**src/rtl/fpa_pkg.sv**
```systemverilog
`timescale 1ns / 1ps
`default_nettype none

package fpa_pkg;

    localparam int WORD_BITS = 32;
    localparam int FRAC_BITS = 8;
    // Dividend is |a| << (FRAC_BITS + 1) plus |b|, one bit per divider step.
    localparam int NUM_BITS  = WORD_BITS + FRAC_BITS + 1;
    localparam int DIV_STEPS = NUM_BITS;
    localparam int DEN_BITS  = WORD_BITS + 1;
    localparam int PROD_BITS = WORD_BITS + FRAC_BITS;
    localparam int Q_DEPTH   = 4;
    localparam int Q_PTR_W   = $clog2(Q_DEPTH);
    localparam int Q_CNT_W   = $clog2(Q_DEPTH + 1);

    localparam logic [3:0] OP_ADD      = 4'd0;
    localparam logic [3:0] OP_SUB      = 4'd1;
    localparam logic [3:0] OP_MUL      = 4'd2;
    localparam logic [3:0] OP_DIV      = 4'd3;
    localparam logic [3:0] OP_MIN      = 4'd4;
    localparam logic [3:0] OP_MAX      = 4'd5;
    localparam logic [3:0] OP_INC      = 4'd6;
    localparam logic [3:0] OP_DEC      = 4'd7;
    localparam logic [3:0] OP_TO_INT   = 4'd8;
    localparam logic [3:0] OP_FROM_INT = 4'd9;

    typedef struct packed {
        logic [3:0]                  operation;
        logic signed [WORD_BITS-1:0] operand_a;
        logic signed [WORD_BITS-1:0] operand_b;
    } in_word_t;

    typedef struct packed {
        logic signed [WORD_BITS-1:0] result_value;
        logic                        a_less_b;
        logic                        a_equal_b;
        logic                        a_greater_b;
        logic                        divide_by_zero;
    } out_word_t;

    // Word after classification in the front end.
    typedef struct packed {
        logic [3:0]                  operation;
        logic signed [WORD_BITS-1:0] operand_a;
        logic signed [WORD_BITS-1:0] operand_b;
        logic                        less;
        logic                        equal;
        logic                        greater;
    } cls_word_t;

endpackage

`default_nettype wire

```
**src/rtl/fpa_front.sv**
```systemverilog
`timescale 1ns / 1ps
`default_nettype none

module fpa_front (
    input  wire                   clk,
    input  wire                   rst_n,
    input  wire                   push,
    output logic                  full,
    input  fpa_pkg::in_word_t     item,
    output logic                  head_valid,
    output fpa_pkg::cls_word_t    head,
    input  wire                   head_pop
);

    fpa_pkg::cls_word_t                  entry_reg [fpa_pkg::Q_DEPTH];
    logic [fpa_pkg::Q_PTR_W-1:0]         wr_ptr_reg, wr_ptr_next;
    logic [fpa_pkg::Q_PTR_W-1:0]         rd_ptr_reg, rd_ptr_next;
    logic [fpa_pkg::Q_CNT_W-1:0]         count_reg, count_next;
    fpa_pkg::cls_word_t                  cls;
    logic                                do_push;
    logic                                do_pop;

    function automatic logic [fpa_pkg::Q_CNT_W-1:0] Q_CNT_ONE(input logic v);
        return {{(fpa_pkg::Q_CNT_W-1){1'b0}}, v};
    endfunction

    always_comb
    begin
        cls.operation = item.operation;
        cls.operand_a = item.operand_a;
        cls.operand_b = item.operand_b;
        cls.less      = item.operand_a < item.operand_b;
        cls.equal     = item.operand_a == item.operand_b;
        cls.greater   = item.operand_a > item.operand_b;
    end

    assign full       = count_reg == fpa_pkg::Q_CNT_W'(fpa_pkg::Q_DEPTH);
    assign head_valid = count_reg != '0;
    assign head       = entry_reg[rd_ptr_reg];
    assign do_push    = push && !full;
    assign do_pop     = head_pop && head_valid;

    always_comb
    begin
        wr_ptr_next = do_push ? wr_ptr_reg + 1'b1 : wr_ptr_reg;
        rd_ptr_next = do_pop ? rd_ptr_reg + 1'b1 : rd_ptr_reg;
        count_next  = count_reg + Q_CNT_ONE(do_push) - Q_CNT_ONE(do_pop);
    end

    always_ff @(posedge clk or negedge rst_n)
    begin
        if (!rst_n)
        begin
            wr_ptr_reg <= '0;
            rd_ptr_reg <= '0;
            count_reg  <= '0;
        end
        else
        begin
            wr_ptr_reg <= wr_ptr_next;
            rd_ptr_reg <= rd_ptr_next;
            count_reg  <= count_next;
        end
    end

    always_ff @(posedge clk)
    begin
        if (do_push)
        begin
            entry_reg[wr_ptr_reg] <= cls;
        end
    end

    a_count_bound: assert property (@(posedge clk) disable iff (!rst_n)
        count_reg <= fpa_pkg::Q_CNT_W'(fpa_pkg::Q_DEPTH))
        else $error("queue count above depth");
    a_count_ptrs: assert property (@(posedge clk) disable iff (!rst_n)
        count_reg[fpa_pkg::Q_PTR_W-1:0] == fpa_pkg::Q_PTR_W'(wr_ptr_reg - rd_ptr_reg))
        else $error("queue count disagrees with pointers");
    a_flags_onehot: assert property (@(posedge clk) disable iff (!rst_n)
        head_valid |-> $onehot({head.less, head.equal, head.greater}))
        else $error("queued compare flags not one-hot");

endmodule

`default_nettype wire

```
**config.mk**
```make
export PLATFORM = sky130hd
export DESIGN_NAME = fpa_front
export DESIGN_NICKNAME = d
export VERILOG_FILES = /design/src/rtl/fpa_pkg.sv /design/src/rtl/fpa_front.sv
export SDC_FILE = /design/constraint.sdc
export NUM_CORES = 1
export LEC_CHECK = 0
export BUFFER_PORTS_ARGS = -buffer_cell sky130_fd_sc_hd__buf_2
export CORE_ASPECT_RATIO = 0.5
export CORE_MARGIN = 1
export CORE_UTILIZATION = 60
export DETAILED_ROUTE_END_ITERATION = 10
export HOLD_SLACK_MARGIN = 0.1
export PLACE_DENSITY = 0.82
export SLEW_MARGIN = 20
export SYNTH_ARGS = -nofsm -noshare
export SYNTH_HDL_FRONTEND = slang
export SYNTH_SLANG_ARGS = --single-unit
```
**constraint.sdc**
```tcl
create_clock -name clk -period 6.1 [get_ports clk]
set_input_delay 0 -clock clk [delete_from_list [all_inputs] [get_ports clk]]
set_output_delay 0 -clock clk [all_outputs]
set_load 0.01 [all_outputs]
```
; Word level (Yosys, flattened, before mapping)
; Memory sizes are Yosys's and may differ from the RTL's.
; Index checks and enable logic that the tools add are counted.
; W data, S select, Z words.
[totals]
ramBits = 284
regBits = 7
out_inout_bits = 73
in_bits = 72
latchBits = 0
memories = 1
rom_bits = 0
[op_classes]
multipliers = 0
n_lt_le_gt_ge = 2
reduce_logical = 4
n_eq_ne = 2
muxes = 2
n_shift = 0
add_sub_neg = 4
n_bitwise = 0
n_div = 0
[memory_table]
columns = name, words, word_bits, read_ports, rd_ports_with_merged_regs, wr, line_no
row1 = entry_reg, 4, 71, 1, 0, 1, fpa_front.sv:15  ; fpa_pkg::cls_word_t entry_reg [fpa_pkg::Q_DEPTH];
[ops]
columns = op, n
row1 = $eq A32 B32 Y1, 1
row2 = $gt A32 B32 Y1, 1
row3 = $lt A32 B32 Y1, 1
row4 = $add A2 B1 Y2 const B, 2
row5 = $add A3 B1 Y3, 1
row6 = $eq A3 B3 Y1 const B, 1
row7 = $reduce_bool A3 Y1, 1
row8 = $sub A3 B1 Y3, 1
row9 = $logic_and A1 B1 Y1, 2
row10 = $mux W1, 2
row11 = $logic_not A1 Y1, 1

; Logic depth before layout (Yosys ltp)
[depth]
ltp_word = 5
ltp_mapped = 11
depth_no_buf = 10

; Worst setup path after synthesis
; No wires, ideal clock.
[synth_timing]
path_kind = flip-flop to flip-flop
start = register count_reg[2] (netlist bit)
end = memory entry_reg[0][0] (netlist bit) (enable)
stages_incl_launch_ff = 5
slack_ps = 3075
period_less_slack_ps = 3025
t_required_ps = 5663
n_path_buf = 1
arrival_time_ps = 2588
cell_sequence = dfrtp_1 nor3b_1 nor2b_1 clkbuf_1 and2_1
[synth_between]
elab_chain_len = 5
[synth_rtl]
columns = element, line_no
row1 = from (decl), fpa_front.sv:18  ; logic [fpa_pkg::Q_CNT_W-1:0] count_reg, count_next;
row2 = from (signal assigned), fpa_front.sv:62  ; count_reg <= count_next;
row3 = $eq A3 B3 Y1, fpa_front.sv:37  ; assign full = count_reg == fpa_pkg::Q_CNT_W'(fpa_pkg::Q_DEPTH);
row4 = via full, fpa_front.sv:8  ; output logic full,
row5 = $logic_not A1 Y1, fpa_front.sv:40  ; assign do_push = push && !full;
row6 = $logic_and A1 B1 Y1, fpa_front.sv:40
row7 = $mux W1, fpa_front.sv:68  ; if (do_push)
row8 = $mux W1 (not written as such), fpa_front.sv:70  ; entry_reg[wr_ptr_reg] <= cls;
row9 = to (decl), fpa_front.sv:15
; The timed path passes the listed nets, and every way through them passes these cells.

==> summary.md <==
| Metric | Value |
|---|---|
| Cell row count | `35` |
| Clock Skew | `0.0126 ns` |
| Mux contribution to synthesized area | `0.140` |
| Synth top area cells | `edfxtp_1 (75%), mux4_2 (14%), ha_1 (4.2%), dfrtp_1 (1.5%), inv_1 (1.3%)` |
| Async S/R FF share, synth | `0.0241` |
| RSZ-0062 raised after global routing | `false` |
| Final hold vios | `0` |
| Drt wl/cell | `21.5 um` |
| IO Count | `145` |
| Req. time, crit path | `roughly 6.1 ns` |
| Starting density of the core | `0.617` |
| Ys flop type | `edfxtp_1` |
| Hold Path End | `entry_reg[1][67]` |
| CTS root buffer | `clkbuf_16` |
| Ys Warns | `0` |
| Utilization after layout | `0.750` |
| Fmax | `around 0.33 GHz` |
| Simple-Gate Fraction of Synth Area | `0.0178` |
| CP max stage delay | `roughly 1.0 ns` |
| Vias in the first global route | `between 6000 and 7000` |
| CP Launch Type | `flip-flop` |
| Worst hold path class | `primary input to flip-flop` |
| Detailed-route DRC error count | `0` |
| Final setup fails | `0` |
| Max stage delay cell, worst path | `dfrtp_4` |
| Syn Nets | `between 600 and 700` |
| Most frequent cells in the layout | `edfxtp_1 (284), buf_2 (144), dlygate4sd3_1 (72)` |
| Outcome | `complete, no violations` |
| Clk sink count | `~290` |
| XOR/XNOR Fraction of Synth Area | `0.00383` |
| Post-Route WL | `22100 um` |
| Area Overhead vs Synth | `21.5%` |
| Yosys reg bits | `between 200 and 300` |
| FF-to-FF setup slack | `about 3.6 ns` |
| Critical path arrival | `2.99 ns` |
| Worst path cell trace | `buf_4 > mux4_2 > buf_2` |
| GRT Resource Usage Total | `0.234` |
| Initial DRC Count | `between 300 and 400` |
| RR Startpoint | `count_reg[2]` |
| Syn Inst Count | `around 530` |
| DIE HEIGHT | `roughly 100 um` |
| Setup TNS | `0 ns` |
| Post-synth EDFFs | `284` |
| Lkg Pwr | `5.06 nW` |
| Die footprint | `between 15000 and 20000 um2` |
| Most common cell after layout, fill and taps aside | `edfxtp_1` |
| TritonCTS buffer count | `25` |
| Final GP Congestion | `about 0.72` |
| Reg2reg end | `entry_reg[1][51]` |
| Slew Limit Fails | `0` |
| Syn_area_per_cell | `21.8 um2` |
| Power Dens Cells | `about 430 nW/um2` |
| H-tree Lvls | `1` |
| WS Path Type | `flip-flop to output pin` |
| Origin of the worst setup path | `rd_ptr_reg[0]` |
| Hold_buf cts | `between 70 and 80` |
| Delay-heaviest family, CP | `flip-flops` |
| CP Max Fanout | `46` |
| Synth cell types | `33` |
| Adder-cell share of the synthesized area | `0.0434` |
| Antenna violations before repair | `0` |
| Pwr Total | `about 6.0 mW` |
| Slew @ Worst Pin | `around 1.1 ns` |
| WHS Path Cells | `2` |
| Hold_sp | `item[64]` |
| Max reg flops | `284` |
| Final Critical Period | `between 2 and 3 ns` |
| Top-area cell type share of the netlist area | `0.746` |
| Post-synthesis compound-gate area fraction | `0.0138` |
| Postcts setup bufs | `0` |
| ANT cells | `0` |
| CTS tree | `built` |
| Share of layout cells above drive strength 1 | `0.338` |
| Sequential fraction of the synthesis area | `0.762` |
| HPWL after DPL | `approximately 13000 um` |
| Period utilization | `0.490` |
| Largest family of logic cells by synthesized area | `multiplexers` |
| Vias per cell | `approximately 5.6` |
| Resize count post-CTS | `0` |
| Nets | `approximately 870` |
| Clock latency at the later pin of the worst-skew pair | `0.51 ns` |
| PortBufs | `roughly 140` |
| Peak supply drop | `roughly 0.39 mV` |
| Largest net degree at the start of global routing | `73` |
| Top cell type by total area after synthesis | `edfxtp_1` |
| R2R cell count | `4` |
| Total gr overflow | `0` |
| Initial DRT Pass Iterations | `4` |
| Max cap viols | `0` |
| First-pass GRT wire length | `34100 um` |
| Worst-path clk slew | `roughly 0.07 ns` |
| Synthesized area | `between 10000 and 15000 um2` |
| Antenna-violating nets left | `0` |
| Die Wd | `just under 200 um` |
| Via count | `5767` |
| Worst slew margin | `0.265` |
| Core footprint | `roughly 19000 um2` |
| WP buf/inv | `2` |
| Clock tree buffer depth | `3` |
| Worst Setup End Kind | `output pin` |
stage by stage:
stage / worst slack, ns / hold slack, ns / cells / cell area [um2]
2_1_floorplan: 3.08 / -0.296 / 525 / 11400
3_3_place_gp: 3.61 / -0.160 / 916 / 12500
3_5_place_dp: 3.52 / -0.158 / 916 / 12500
4_1_cts: 3.04 / 0.218 / 1031 / 13900
5_1_grt: 2.85 / 0.225 / 1031 / 13900
6_report: 3.11 / 0.249 / 1031 / 13900
worst max path at each step:
stage                            endpoint  slack, ns  cells after the start
after floorplan           entry_reg[0][0]       3.08                      4
after global placement            head[6]       3.61                      3
after detailed placement  entry_reg[1][0]       3.52                      9
after CTS                        head[10]       3.04                      3
after global routing             head[35]       2.85                      3
final                            head[35]       3.11                      3
area by class of cell:
type                            count  area, um2
Timing Repair Buffer              221       1480
Tap cell                          259        324
Multi-Input combinational cell    177       2510
Fill cell                        1058       4640
Sequential cell                   291       8710
Clock inverter                     14       72.6
Clock buffer                       29        641
Inverter                           40        150
where the power goes:
part           switching, mW  internal, mW  leakage (nW)
logic                  0.806         0.833          2.01
registers              0.288          2.64          2.69
clock network          0.673         0.753         0.356
logic make-up (layout without fill, tap and decap cells):
| group | Yosys count | in the layout |
|---|---|---|
| muxes | 71 | 71 |
| adders and majority gates | 39 | 39 |
| xor gates and xnor gates | 5 | 5 |
| DFF | 291 | 291 |
| buffers and inverters | 57 | 304 |
| and+or+nand+nor | 36 | 36 |
| AOI/OAI and AO/OA | 26 | 26 |
cell usage after synthesis, types with 3 or more instances:
| cell type | number |
|---|---|
| edfxtp_1 | 284 |
| mux4_2 | 71 |
| inv_1 | 40 |
| ha_1 | 38 |
| nand2_1 | 11 |
| a21oi_1 | 10 |
| clkbuf_1 | 9 |
| buf_2 | 7 |
| dfrtp_1 | 7 |
| and2_1 | 6 |
| o21ai_0 | 6 |
| a21o_1 | 4 |
| nand4_1 | 4 |
| xnor2_1 | 4 |
| a221oi_1 | 3 |
per-layer routing:
layer | track usage | up-vias | part of all wire
met2 | 0.394 | 199 | 0.51
met3 | 0.0420 | 18 | 0.057
met4 | 0.0477 | 0 | 0.010
met1 | 0.329 | 2951 | 0.42
met5 | 0 | - | 0
li1 | - | 2599 | -
Note: power is estimated with default switching activity, not from simulation.
